**src/hdl/spr_pkg.sv**
```systemverilog
// Shared types and codes for the sorted peer set union block.
package spr_pkg;

  // Upper bounds that size the command word between front and back
  localparam int unsigned PEER_W_MAX  = 64;
  localparam int unsigned IDX_W_MAX   = 6;
  localparam int unsigned CNT_W_MAX   = 7;
  localparam int unsigned QUEUE_DEPTH = 2;

  typedef enum logic [1:0] {
    OP_LOAD_CUR = 2'd0,
    OP_LOAD_RDY = 2'd1,
    OP_FINISH   = 2'd2
  } op_e;

  typedef enum logic [2:0] {
    ST_BAD_CURRENT = 3'd0,
    ST_BAD_READY   = 3'd1,
    ST_CAPACITY    = 3'd2,
    ST_UNCHANGED   = 3'd3,
    ST_DEFERRED    = 3'd4,
    ST_PUBLISHED   = 3'd5
  } status_e;

  typedef enum logic [1:0] {
    CMD_LOAD_CUR = 2'd0,
    CMD_LOAD_RDY = 2'd1,
    CMD_FINISH   = 2'd2
  } cmd_kind_e;

  typedef enum logic [1:0] {
    B_IDLE   = 2'd0,
    B_MERGE  = 2'd1,
    B_DECIDE = 2'd2,
    B_EMIT   = 2'd3
  } back_state_e;

  typedef struct packed {
    cmd_kind_e               kind;
    logic [PEER_W_MAX-1:0]   value;
    logic [IDX_W_MAX-1:0]    idx;
    logic [CNT_W_MAX-1:0]    cur_count;
    logic [CNT_W_MAX-1:0]    rdy_count;
    logic                    cur_bad;
    logic                    rdy_bad;
    logic                    fresh;
  } cmd_t;

endpackage

```
**src/hdl/spr_ram.sv**
```systemverilog
// Generic single-write, single-read RAM with registered read data.
module spr_ram #(
  parameter int unsigned WIDTH = 64,
  parameter int unsigned DEPTH = 16
) (
  input  logic                                     clk_i,
  input  logic                                     we_i,
  input  logic [((DEPTH > 1) ? $clog2(DEPTH) : 1)-1:0] waddr_i,
  input  logic [WIDTH-1:0]                         wdata_i,
  input  logic [((DEPTH > 1) ? $clog2(DEPTH) : 1)-1:0] raddr_i,
  output logic [WIDTH-1:0]                         rdata_o
);

  logic [WIDTH-1:0] mem_q [DEPTH];
  logic [WIDTH-1:0] rdata_q;

  always_ff @(posedge clk_i) begin
    if (we_i) begin
      mem_q[waddr_i] <= wdata_i;
    end
    rdata_q <= mem_q[raddr_i];
  end

  assign rdata_o = rdata_q;

endmodule

```
**src/hdl/spr_front.sv**
```systemverilog
// Front end: accepts requests, checks set order and size, queues store and finish commands.
module spr_front #(
  parameter int unsigned MAX_PEERS = 16,
  parameter int unsigned PEER_BITS = 64
) (
  input  logic          clk_i,
  input  logic          rst_ni,
  input  logic          in_valid_i,
  output logic          in_stall_o,
  input  logic [1:0]    op_i,
  input  logic [63:0]   peer_in_i,
  input  logic          fresh_boundary_i,
  input  logic          full_i,
  output logic          push_o,
  output spr_pkg::cmd_t cmd_o
);

  localparam int unsigned CNT_W = $clog2(MAX_PEERS + 1);

  logic [CNT_W-1:0]     cnt_cur_q, cnt_cur_d, cnt_rdy_q, cnt_rdy_d;
  logic                 bad_cur_q, bad_cur_d, bad_rdy_q, bad_rdy_d;
  logic [PEER_BITS-1:0] last_cur_q, last_cur_d, last_rdy_q, last_rdy_d;
  logic [PEER_BITS-1:0] v;
  logic [CNT_W-1:0]     cnt_sel;
  logic [PEER_BITS-1:0] last_sel;
  logic                 is_rdy, load_bad, accept;

  always_comb begin
    accept   = in_valid_i && !full_i;
    v        = peer_in_i[PEER_BITS-1:0];
    is_rdy   = (op_i == spr_pkg::OP_LOAD_RDY);
    cnt_sel  = is_rdy ? cnt_rdy_q : cnt_cur_q;
    last_sel = is_rdy ? last_rdy_q : last_cur_q;
    load_bad = (v == '0) || (cnt_sel == CNT_W'(MAX_PEERS)) ||
               ((cnt_sel != '0) && !(last_sel < v));

    cnt_cur_d  = cnt_cur_q;
    cnt_rdy_d  = cnt_rdy_q;
    bad_cur_d  = bad_cur_q;
    bad_rdy_d  = bad_rdy_q;
    last_cur_d = last_cur_q;
    last_rdy_d = last_rdy_q;
    push_o     = 1'b0;

    cmd_o           = '0;
    cmd_o.kind      = spr_pkg::CMD_FINISH;
    cmd_o.value     = spr_pkg::PEER_W_MAX'(v);
    cmd_o.idx       = spr_pkg::IDX_W_MAX'(cnt_sel);
    cmd_o.cur_count = spr_pkg::CNT_W_MAX'(cnt_cur_q);
    cmd_o.rdy_count = spr_pkg::CNT_W_MAX'(cnt_rdy_q);
    cmd_o.cur_bad   = bad_cur_q;
    cmd_o.rdy_bad   = bad_rdy_q;
    cmd_o.fresh     = fresh_boundary_i;

    if (accept) begin
      unique case (op_i)
        spr_pkg::OP_LOAD_CUR: begin
          if (load_bad) begin
            bad_cur_d = 1'b1;
          end else begin
            push_o     = 1'b1;
            cmd_o.kind = spr_pkg::CMD_LOAD_CUR;
            cnt_cur_d  = cnt_cur_q + 1'b1;
            last_cur_d = v;
          end
        end
        spr_pkg::OP_LOAD_RDY: begin
          if (load_bad) begin
            bad_rdy_d = 1'b1;
          end else begin
            push_o     = 1'b1;
            cmd_o.kind = spr_pkg::CMD_LOAD_RDY;
            cnt_rdy_d  = cnt_rdy_q + 1'b1;
            last_rdy_d = v;
          end
        end
        spr_pkg::OP_FINISH: begin
          // Hand the round over to the back end and start a fresh one
          push_o    = 1'b1;
          cnt_cur_d = '0;
          cnt_rdy_d = '0;
          bad_cur_d = 1'b0;
          bad_rdy_d = 1'b0;
        end
        default: begin
        end
      endcase
    end
  end

  assign in_stall_o = full_i;

  always_ff @(posedge clk_i or negedge rst_ni) begin
    if (!rst_ni) begin
      cnt_cur_q <= '0;
      cnt_rdy_q <= '0;
      bad_cur_q <= 1'b0;
      bad_rdy_q <= 1'b0;
    end else begin
      cnt_cur_q <= cnt_cur_d;
      cnt_rdy_q <= cnt_rdy_d;
      bad_cur_q <= bad_cur_d;
      bad_rdy_q <= bad_rdy_d;
    end
  end

  always_ff @(posedge clk_i) begin
    last_cur_q <= last_cur_d;
    last_rdy_q <= last_rdy_d;
  end

endmodule

```
**src/hdl/spr_fifo.sv**
```systemverilog
// Short command queue between front and back ends.
module spr_fifo (
  input  logic          clk_i,
  input  logic          rst_ni,
  input  logic          push_i,
  input  spr_pkg::cmd_t cmd_i,
  output logic          full_o,
  input  logic          pop_i,
  output spr_pkg::cmd_t cmd_o,
  output logic          empty_o
);

  localparam int unsigned PTR_W = (spr_pkg::QUEUE_DEPTH > 1) ?
                                  $clog2(spr_pkg::QUEUE_DEPTH) : 1;
  localparam int unsigned CNT_W = $clog2(spr_pkg::QUEUE_DEPTH + 1);

  spr_pkg::cmd_t    mem_q [spr_pkg::QUEUE_DEPTH];
  logic [PTR_W-1:0] wr_q, wr_d, rd_q, rd_d;
  logic [CNT_W-1:0] cnt_q, cnt_d;

  always_comb begin
    wr_d  = wr_q;
    rd_d  = rd_q;
    cnt_d = cnt_q;
    if (push_i) begin
      wr_d = (wr_q == PTR_W'(spr_pkg::QUEUE_DEPTH - 1)) ? '0 : wr_q + 1'b1;
    end
    if (pop_i) begin
      rd_d = (rd_q == PTR_W'(spr_pkg::QUEUE_DEPTH - 1)) ? '0 : rd_q + 1'b1;
    end
    if (push_i && !pop_i) begin
      cnt_d = cnt_q + 1'b1;
    end else if (pop_i && !push_i) begin
      cnt_d = cnt_q - 1'b1;
    end
  end

  assign full_o  = (cnt_q == CNT_W'(spr_pkg::QUEUE_DEPTH));
  assign empty_o = (cnt_q == '0);
  assign cmd_o   = mem_q[rd_q];

  always_ff @(posedge clk_i or negedge rst_ni) begin
    if (!rst_ni) begin
      wr_q  <= '0;
      rd_q  <= '0;
      cnt_q <= '0;
    end else begin
      wr_q  <= wr_d;
      rd_q  <= rd_d;
      cnt_q <= cnt_d;
    end
  end

  always_ff @(posedge clk_i) begin
    if (push_i) begin
      mem_q[wr_q] <= cmd_i;
    end
  end

  a_no_overflow: assert property (@(posedge clk_i) disable iff (!rst_ni)
    push_i |-> !full_o)
    else $error("command queue written while full");

  a_no_underflow: assert property (@(posedge clk_i) disable iff (!rst_ni)
    pop_i |-> !empty_o)
    else $error("command queue read while empty");

endmodule

```
**src/hdl/spr_back.sv**
```systemverilog
// Back end: writes the set stores, merges both sets and emits the status or merged list.
module spr_back #(
  parameter int unsigned MAX_PEERS = 16,
  parameter int unsigned PEER_BITS = 64
) (
  input  logic          clk_i,
  input  logic          rst_ni,
  input  logic          empty_i,
  input  spr_pkg::cmd_t cmd_i,
  output logic          pop_o,
  output logic          out_valid_o,
  input  logic          out_stall_i,
  output logic [2:0]    status_o,
  output logic [63:0]   peer_out_o,
  output logic          last_o
);

  localparam int unsigned CNT_W = $clog2(MAX_PEERS + 1);
  localparam int unsigned IDX_W = (MAX_PEERS > 1) ? $clog2(MAX_PEERS) : 1;

  spr_pkg::back_state_e state_q, state_d;
  logic [CNT_W-1:0]     ci_q, ci_d, ri_q, ri_d, n_q, n_d, k_q, k_d, cc_q, cc_d, rc_q, rc_d;
  logic                 fresh_q, fresh_d, cap_q, cap_d;
  logic                 oval_q, oval_d, olast_q, olast_d;
  spr_pkg::status_e     ostat_q, ostat_d;
  logic [PEER_BITS-1:0] opeer_q, opeer_d;

  logic                 cur_we, rdy_we, m_we;
  logic [PEER_BITS-1:0] cur_rd, rdy_rd, m_rd, cand;
  logic                 out_free, load_out, c_left, r_left, take_c, take_r;

  spr_ram #(.WIDTH(PEER_BITS), .DEPTH(MAX_PEERS)) u_cur_ram (
    .clk_i   (clk_i),
    .we_i    (cur_we),
    .waddr_i (cmd_i.idx[IDX_W-1:0]),
    .wdata_i (cmd_i.value[PEER_BITS-1:0]),
    .raddr_i (ci_d[IDX_W-1:0]),
    .rdata_o (cur_rd)
  );

  spr_ram #(.WIDTH(PEER_BITS), .DEPTH(MAX_PEERS)) u_rdy_ram (
    .clk_i   (clk_i),
    .we_i    (rdy_we),
    .waddr_i (cmd_i.idx[IDX_W-1:0]),
    .wdata_i (cmd_i.value[PEER_BITS-1:0]),
    .raddr_i (ri_d[IDX_W-1:0]),
    .rdata_o (rdy_rd)
  );

  spr_ram #(.WIDTH(PEER_BITS), .DEPTH(MAX_PEERS)) u_merged_ram (
    .clk_i   (clk_i),
    .we_i    (m_we),
    .waddr_i (n_q[IDX_W-1:0]),
    .wdata_i (cand),
    .raddr_i (k_d[IDX_W-1:0]),
    .rdata_o (m_rd)
  );

  always_comb begin
    state_d  = state_q;
    ci_d     = ci_q;
    ri_d     = ri_q;
    n_d      = n_q;
    k_d      = k_q;
    cc_d     = cc_q;
    rc_d     = rc_q;
    fresh_d  = fresh_q;
    cap_d    = cap_q;
    ostat_d  = ostat_q;
    opeer_d  = opeer_q;
    olast_d  = olast_q;
    pop_o    = 1'b0;
    cur_we   = 1'b0;
    rdy_we   = 1'b0;
    m_we     = 1'b0;
    load_out = 1'b0;

    out_free = !oval_q || !out_stall_i;
    c_left   = ci_q < cc_q;
    r_left   = ri_q < rc_q;
    take_c   = !r_left || (c_left && (cur_rd < rdy_rd));
    take_r   = !take_c && (!c_left || (rdy_rd < cur_rd));
    cand     = take_r ? rdy_rd : cur_rd;

    unique case (state_q)
      spr_pkg::B_IDLE: begin
        // Park read pointers at the heads so the merge finds its first data ready
        ci_d  = '0;
        ri_d  = '0;
        n_d   = '0;
        k_d   = '0;
        cap_d = 1'b0;
        if (!empty_i) begin
          unique case (cmd_i.kind)
            spr_pkg::CMD_LOAD_CUR: begin
              pop_o  = 1'b1;
              cur_we = 1'b1;
            end
            spr_pkg::CMD_LOAD_RDY: begin
              pop_o  = 1'b1;
              rdy_we = 1'b1;
            end
            spr_pkg::CMD_FINISH: begin
              if (cmd_i.cur_bad || cmd_i.rdy_bad) begin
                if (out_free) begin
                  pop_o    = 1'b1;
                  load_out = 1'b1;
                  ostat_d  = cmd_i.cur_bad ? spr_pkg::ST_BAD_CURRENT : spr_pkg::ST_BAD_READY;
                  opeer_d  = '0;
                  olast_d  = 1'b1;
                end
              end else begin
                pop_o   = 1'b1;
                cc_d    = cmd_i.cur_count[CNT_W-1:0];
                rc_d    = cmd_i.rdy_count[CNT_W-1:0];
                fresh_d = cmd_i.fresh;
                state_d = spr_pkg::B_MERGE;
              end
            end
            default: begin
              pop_o = 1'b1;
            end
          endcase
        end
      end
      spr_pkg::B_MERGE: begin
        if (!c_left && !r_left) begin
          state_d = spr_pkg::B_DECIDE;
        end else if (n_q == CNT_W'(MAX_PEERS)) begin
          cap_d   = 1'b1;
          state_d = spr_pkg::B_DECIDE;
        end else begin
          m_we = 1'b1;
          n_d  = n_q + 1'b1;
          // Advance both sides on a duplicate
          if (take_c || !take_r) begin
            ci_d = ci_q + 1'b1;
          end
          if (!take_c) begin
            ri_d = ri_q + 1'b1;
          end
        end
      end
      spr_pkg::B_DECIDE: begin
        if (cap_q || (n_q == cc_q) || ((cc_q != '0) && !fresh_q)) begin
          if (out_free) begin
            load_out = 1'b1;
            opeer_d  = '0;
            olast_d  = 1'b1;
            state_d  = spr_pkg::B_IDLE;
            if (cap_q) begin
              ostat_d = spr_pkg::ST_CAPACITY;
            end else if (n_q == cc_q) begin
              ostat_d = spr_pkg::ST_UNCHANGED;
            end else begin
              ostat_d = spr_pkg::ST_DEFERRED;
            end
          end
        end else begin
          state_d = spr_pkg::B_EMIT;
        end
      end
      spr_pkg::B_EMIT: begin
        // Hold the read address while the receiver stalls
        if (out_free) begin
          load_out = 1'b1;
          ostat_d  = spr_pkg::ST_PUBLISHED;
          opeer_d  = m_rd;
          olast_d  = (k_q == n_q - CNT_W'(1));
          k_d      = k_q + 1'b1;
          if (k_q == n_q - CNT_W'(1)) begin
            state_d = spr_pkg::B_IDLE;
          end
        end
      end
      default: begin
        state_d = spr_pkg::B_IDLE;
      end
    endcase

    oval_d = load_out || (oval_q && out_stall_i);
  end

  always_ff @(posedge clk_i or negedge rst_ni) begin
    if (!rst_ni) begin
      state_q <= spr_pkg::B_IDLE;
      ci_q    <= '0;
      ri_q    <= '0;
      n_q     <= '0;
      k_q     <= '0;
      cc_q    <= '0;
      rc_q    <= '0;
      fresh_q <= 1'b0;
      cap_q   <= 1'b0;
      oval_q  <= 1'b0;
    end else begin
      state_q <= state_d;
      ci_q    <= ci_d;
      ri_q    <= ri_d;
      n_q     <= n_d;
      k_q     <= k_d;
      cc_q    <= cc_d;
      rc_q    <= rc_d;
      fresh_q <= fresh_d;
      cap_q   <= cap_d;
      oval_q  <= oval_d;
    end
  end

  always_ff @(posedge clk_i) begin
    if (load_out) begin
      ostat_q <= ostat_d;
      opeer_q <= opeer_d;
      olast_q <= olast_d;
    end
  end

  assign out_valid_o = oval_q;
  assign status_o    = ostat_q;
  assign peer_out_o  = spr_pkg::PEER_W_MAX'(opeer_q);
  assign last_o      = olast_q;

  a_single_status: assert property (@(posedge clk_i) disable iff (!rst_ni)
    (oval_q && (ostat_q != spr_pkg::ST_PUBLISHED)) |-> (olast_q && (opeer_q == '0)))
    else $error("status-only request without last or with a nonzero peer");

  a_emit_range: assert property (@(posedge clk_i) disable iff (!rst_ni)
    (state_q == spr_pkg::B_EMIT) |-> ((n_q != '0) && (k_q < n_q)))
    else $error("emit pointer outside the merged list");

endmodule

```
**src/hdl/sorted_peer_set_union.sv**
```systemverilog
// Top level of the sorted peer set union block: front end, command queue and back end.
//
// Input channel (in_valid_i / in_stall_o): one request per accepted cycle. op_i 0 loads an
// element of the current set, 1 an element of the ready set, 2 finishes the round; 3 is
// taken and ignored. Loads and finishes are checked in the front end and queued in a
// two-entry command queue; in_stall_o is high only while that queue is full.
// Output channel (out_valid_o / out_stall_i): one status, or the merged list one element
// per request, with last_o on the final request of each finish.
// Throughput: loads run at one per cycle while the queue is not full. A finish holds the
// back end for one merge step per union element, at most MAX_PEERS steps since a larger
// union stops at capacity, plus a last merge step that sees the end of the merge and the
// B_DECIDE state that settles the status, then one output request per cycle while the
// receiver does not stall; the merge walks the single read port of each set RAM once a
// cycle. An error status goes straight into the output register as the finish leaves the
// queue; other statuses are settled in B_DECIDE and a merged list is sent from B_EMIT.
// Reset clears counts, error flags, the queue and the output valid flag; the set RAMs are
// not cleared and are never read before they are written in the current round.
// While the receiver stalls the output register holds, the back end waits once it has a
// result to send and the queue fills, after which the input side stalls too.
module sorted_peer_set_union #(
  parameter int unsigned MAX_PEERS = 16,
  parameter int unsigned PEER_BITS = 64
) (
  input  logic        clk_i,
  input  logic        rst_ni,
  input  logic        in_valid_i,
  output logic        in_stall_o,
  input  logic [1:0]  op_i,
  input  logic [63:0] peer_in_i,
  input  logic        fresh_boundary_i,
  output logic        out_valid_o,
  input  logic        out_stall_i,
  output logic [2:0]  status_o,
  output logic [63:0] peer_out_o,
  output logic        last_o
);

  logic          push, pop, full, empty;
  spr_pkg::cmd_t push_cmd, head_cmd;

  spr_front #(.MAX_PEERS(MAX_PEERS), .PEER_BITS(PEER_BITS)) u_front (
    .clk_i            (clk_i),
    .rst_ni           (rst_ni),
    .in_valid_i       (in_valid_i),
    .in_stall_o       (in_stall_o),
    .op_i             (op_i),
    .peer_in_i        (peer_in_i),
    .fresh_boundary_i (fresh_boundary_i),
    .full_i           (full),
    .push_o           (push),
    .cmd_o            (push_cmd)
  );

  spr_fifo u_fifo (
    .clk_i   (clk_i),
    .rst_ni  (rst_ni),
    .push_i  (push),
    .cmd_i   (push_cmd),
    .full_o  (full),
    .pop_i   (pop),
    .cmd_o   (head_cmd),
    .empty_o (empty)
  );

  spr_back #(.MAX_PEERS(MAX_PEERS), .PEER_BITS(PEER_BITS)) u_back (
    .clk_i       (clk_i),
    .rst_ni      (rst_ni),
    .empty_i     (empty),
    .cmd_i       (head_cmd),
    .pop_o       (pop),
    .out_valid_o (out_valid_o),
    .out_stall_i (out_stall_i),
    .status_o    (status_o),
    .peer_out_o  (peer_out_o),
    .last_o      (last_o)
  );

endmodule
```
**config.mk**
```make
export PLATFORM = sky130hd
export DESIGN_NAME = sorted_peer_set_union
export DESIGN_NICKNAME = d
export VERILOG_FILES = /design/src/hdl/spr_pkg.sv /design/src/hdl/spr_ram.sv /design/src/hdl/spr_front.sv /design/src/hdl/spr_fifo.sv /design/src/hdl/spr_back.sv /design/src/hdl/sorted_peer_set_union.sv
export SDC_FILE = /design/constraint.sdc
export NUM_CORES = 2
export LEC_CHECK = 0
export ABC_AREA = 1
export BUFFER_PORTS_ARGS = -buffer_cell sky130_fd_sc_hd__buf_2
export CAP_MARGIN = 20
export CORE_ASPECT_RATIO = 1.25
export CORE_MARGIN = 3
export CORE_UTILIZATION = 33
export CTS_CLUSTER_DIAMETER = 200
export DETAILED_ROUTE_END_ITERATION = 6
export GPL_TIMING_DRIVEN = 0
export PLACE_DENSITY = 0.49
export SYNTH_ARGS = -nofsm -noshare
export SYNTH_HDL_FRONTEND = slang
export SYNTH_SLANG_ARGS = --single-unit
```
**constraint.sdc**
```tcl
create_clock -name clk_i -period 13.7 [get_ports clk_i]
set_input_delay 2.74 -clock clk_i [delete_from_list [all_inputs] [get_ports clk_i]]
set_output_delay 2.74 -clock clk_i [all_outputs]
set_load 0.03 [all_outputs]
```
==> PnR_summary.wiki <==
{| class="wikitable"
! Metric !! Value
|-
| Setup repair after global routing missed its margin || no
|-
| Relative slew slack || 23.0%
|-
| Cell internal pwr || 28.1 mW
|-
| Startpoint class of the critical path || input port
|-
| Post-synthesis sequential area ratio || 70.0%
|-
| Iteration-0 DRC Markers || 7671
|-
| Pre-CTS setup slack || 4040 ps
|-
| Pwr/cell area || 272 nW/um^2
|-
| Count of warnings emitted by yosys || 0
|-
| Count of input and output buffers || 140
|-
| Hold violation count in the final report || 0
|-
| Most instantiated library cell after synthesis || sky130_fd_sc_hd__nand2_1
|-
| # IOs || 141
|-
| Largest net degree at the start of global routing || 61
|-
| Sinks on the clock net || 3677
|-
| Failing checks || DRC
|-
| Post-DP HPWL || 350000 um
|-
| Power dissipated by switching net loads || 21.5 mW
|-
| Total number of placement rows || 280
|-
| Share of cell area taken by muxes after synthesis || 0.835%
|-
| Switching fraction of total power || 43.3%
|-
| Clock root buffer master || sky130_fd_sc_hd__clkbuf_16
|-
| Share of the synthesized area in the top cell type || 66.7%
|-
| Main combinational cell family by area after synthesis || simple AND/OR/NAND/NOR gates
|-
| Number of library cell types mapped by synthesis || 51
|-
| Final worst path period need || 8450 ps
|-
| Compound-Gate Fraction of Synth Area || 4.40%
|-
| Area grow syn2layout || 17.8%
|-
| Total of max-cap violations || 0
|-
| Post-CTS Setup Bufs || 0
|-
| DRT antenna net count || 0
|-
| H-tree depth reported by CTS || 5
|-
| Inserted Clock Buffers || 404
|-
| Die outline height || 771 um
|-
| Initial standard-cell utilization of the core || 33.2%
|-
| Summed instance area of the synthesized netlist || 155000 um^2
|-
| Total overflow reported by the global router || 0
|-
| Worst clock skew || 45.4 ps
|-
| Number of vias after detailed routing || 100k
|-
| Combinational power share || 44.9%
|-
| Critical-path cell with the highest stage delay || sky130_fd_sc_hd__nor3_2
|-
| Type of the worst setup path || in2reg
|-
| Number of resized instances in the post-cts repair step || 0
|-
| Post-CTS clock slew at the launch and capture registers of the worst setup and hold paths || 60 ps
|-
| Capturing element type of the critical path || register
|-
| Xor-xnor portion of the synthesized cell area || 0.102%
|-
| Peak ir drop on the vdd network || 0.000194 V
|-
| Number of antenna violations at the first check in global routing || 31
|-
| Syn_area_per_cell || 11.2 um^2
|-
| Final critical-path setup slack || 5250 ps
|-
| Filler Cells Inserted || 45.3k
|-
| Most common flop cell mapped by yosys || sky130_fd_sc_hd__edfxtp_1
|-
| Clock power frac || 21.7%
|-
| Die span in x || 618 um
|-
| Number of global-route vias before repair || 98.4k
|-
| Wire length of the first global-routing pass || 691000 um
|-
| Leading area contributor after synthesis || sky130_fd_sc_hd__edfxtp_1
|-
| Count of unresolved DRC violations after routing || 7
|-
| Measured slew at the worst slew-check pin || 1160 ps
|-
| TritonCTS clock tree || done
|-
| Worst Hold Class || reg2reg
|-
| CP peak stage delay || 750 ps
|-
| Detailed Route WL || 486000 um
|-
| Critical path data arrival time || 9120 ps
|-
| Number of failing setup endpoints in the final timing report || 0
|-
| Simple logic cell fraction of the synthesized area || 16.8%
|-
| Cells taking the most area after synthesis || sky130_fd_sc_hd__edfxtp_1 67%, sky130_fd_sc_hd__nand2_1 11%, sky130_fd_sc_hd__inv_1 4.3%
|-
| Post-route cell area || 182000 um^2
|-
| Global routing usage summed across all routing layers || 19.9%
|-
| Average detailed-routed wire length per instance || 22.9 um
|-
| Adder-cell area share of the yosys netlist || 1.21%
|-
| Number of instances in the synthesized netlist || 13.8k
|-
| Ratio of final minimum period to clock period || 61.7%
|-
| Die footprint || 477000 um^2
|-
| Worst endpoint required time || 14360 ps
|-
| Number of search-and-repair iterations in the first detailed-routing pass || 7
|-
| Area of the placeable core || 466000 um^2
|-
| Net count after synthesis || 14.0k
|-
| Timing-limited maximum frequency || 118 MHz
|-
| Reported leakage power || 72.4 nW
|-
| Ratio of cells with drive above 1 in the final layout || 11.0%
|-
| Number of enable-type register cells in the synthesized netlist || 3434
|-
| Post-detailed-placement cell area || 168000 um^2
|-
| Number of hold buffers added after cts || 0
|-
| Worst-Skew Late Latency || 970 ps
|-
| #FFs+latches synth || 3677
|-
| Async S/R FF share, synth || 1.39%
|-
| Result of the run || finished, violations left
|-
| Gp weighted congestion || 0.827
|-
| Sum Neg Setup Slack || 0 ps
|-
| Count of final max-slew check failures || 0
|-
| Final Total Pwr || 49.5 mW
|-
| Number of buffers on the longest clock path || 4
|-
| List of most frequent post-synthesis cells || 4342 x sky130_fd_sc_hd__nand2_1, 3434 x sky130_fd_sc_hd__edfxtp_1, 1762 x sky130_fd_sc_hd__inv_1
|-
| Critical Path Most Common Cell || sky130_fd_sc_hd__nand2_1
|-
| Part of the total power dissipated in sequential elements || 33.3%
|-
| End-of-flow core utilization || 39.1%
|-
| Final layout net count || 14.9k
|-
| Per-cell via count in the routed design || 4.72
|-
| Worst Path Max Fanout || 11
|}
[through the flow]
step | hold WS [ps] | cells
final | 478 | 21200
after detailed placement | 464 | 20400
after global routing | 506 | 21200
after global placement | 450 | 20100
after CTS | 478 | 21100
after floorplan | 442 | 13800
[state kept, by name (all words and copies together), names as in the netlist, 3 cells and up]
name                         cells
u_back.u_cur_ram.mem_q        1024
u_back.u_merged_ram.mem_q     1024
u_back.u_rdy_ram.mem_q        1024
u_fifo.mem_q                   166
u_back.peer_out_o               64
u_back.u_cur_ram.rdata_o        64
u_back.u_merged_ram.rdata_o     64
u_back.u_rdy_ram.rdata_o        64
u_front.last_cur_q              64
u_front.last_rdy_q              64
u_back.cc_q                      5
u_back.ci_q                      5
u_back.k_q                       5
u_back.n_q                       5
u_back.rc_q                      5
u_back.ri_q                      5
u_front.cnt_cur_q                5
u_front.cnt_rdy_q                5
u_back.status_o                  3
[logic make-up after synthesis]
| logic type | Yosys count |
|---|---|
| buffers and inverters | 2502 |
| adder cells (fa/ha/maj) | 150 |
| XOR/XNOR | 18 |
| AO/OA/AOI/OAI | 1222 |
| flip-flops | 3677 |
| AND/OR/NAND/NOR | 6067 |
| multiplexers | 129 |
[path summary, 6_finish.rpt]
path	from	to	slack (ps)	depth (start not counted)
setup / recovery	op_i[1]	u_front.last_rdy_q[19]	5250	28
hold / removal	u_front.bad_rdy_q	u_fifo.mem_q[1][1]	480	0
setup reg to reg	u_back.u_cur_ram.rdata_o[15]	u_back.u_rdy_ram.rdata_o[47]	8040	20
hold reg to reg	u_front.bad_rdy_q	u_fifo.mem_q[1][1]	480	0
max in group asynchronous	rst_ni	u_front.bad_cur_q	11350	2
min in group asynchronous	rst_ni	u_back.cap_q	1780	1
[power groups by stage]
stage	combinational, mW	sequential [mW]	clock, mW
after floorplan	12.0	16.7	0
after global placement	20.9	17.1	0
after detailed placement	22.0	16.8	0
after CTS	22.1	16.5	11.0
after global routing	24.3	16.6	11.4
final	22.3	16.5	10.8
[critical path: cells and delay by family]
kind            cells  cell delay [ps]
buf+inv            12             3090
simple gates       12             2380
compound gates      3              600
fa+ha+maj           1              220
[placed cells by master (no fill, tap or decap), types with 94 or more instances in the layout]
master	netlist	final
sky130_fd_sc_hd__a21oi_1	364	326
sky130_fd_sc_hd__buf_12	0	94
sky130_fd_sc_hd__buf_2	375	519
sky130_fd_sc_hd__buf_4	77	117
sky130_fd_sc_hd__buf_6	4	97
sky130_fd_sc_hd__clkbuf_1	245	376
sky130_fd_sc_hd__clkbuf_16	0	409
sky130_fd_sc_hd__dfxtp_1	192	192
sky130_fd_sc_hd__edfxtp_1	3434	3434
sky130_fd_sc_hd__ha_1	150	150
sky130_fd_sc_hd__inv_1	1762	1761
sky130_fd_sc_hd__mux2i_1	129	129
sky130_fd_sc_hd__nand2_1	4342	4328
sky130_fd_sc_hd__nand3_1	999	999
sky130_fd_sc_hd__nand3b_1	450	450
sky130_fd_sc_hd__nor2_1	171	135
sky130_fd_sc_hd__o21ai_0	648	647
sky130_fd_sc_hd__o221ai_1	132	132
[cell type report]
type / instances / area, um^2 / share of cell area [%]
antenna: 24 / 60.1 / 0.0330
sequential: 3677 / 108000 / 59.5
clock inverter: 164 / 1650 / 0.907
buffer: 730 / 3540 / 1.94
tap: 6204 / 7760 / 4.26
clock buffer: 591 / 11400 / 6.25
multi-input combinational: 7586 / 36700 / 20.1
inverter: 1772 / 6650 / 3.65
timing repair buffer: 466 / 6120 / 3.36
[routing by layer]
layer | global-route usage [%] | part of all wire (%) | up-vias
met3 | 2.51 | 5.0 | 732
met2 | 36.4 | 51 | 2718
met5 | 0 | 0 | -
met1 | 24.0 | 40 | 48600
li1 | - | - | 48100
met4 | 7.07 | 3.7 | 0
(Power assumes the default switching activity.)
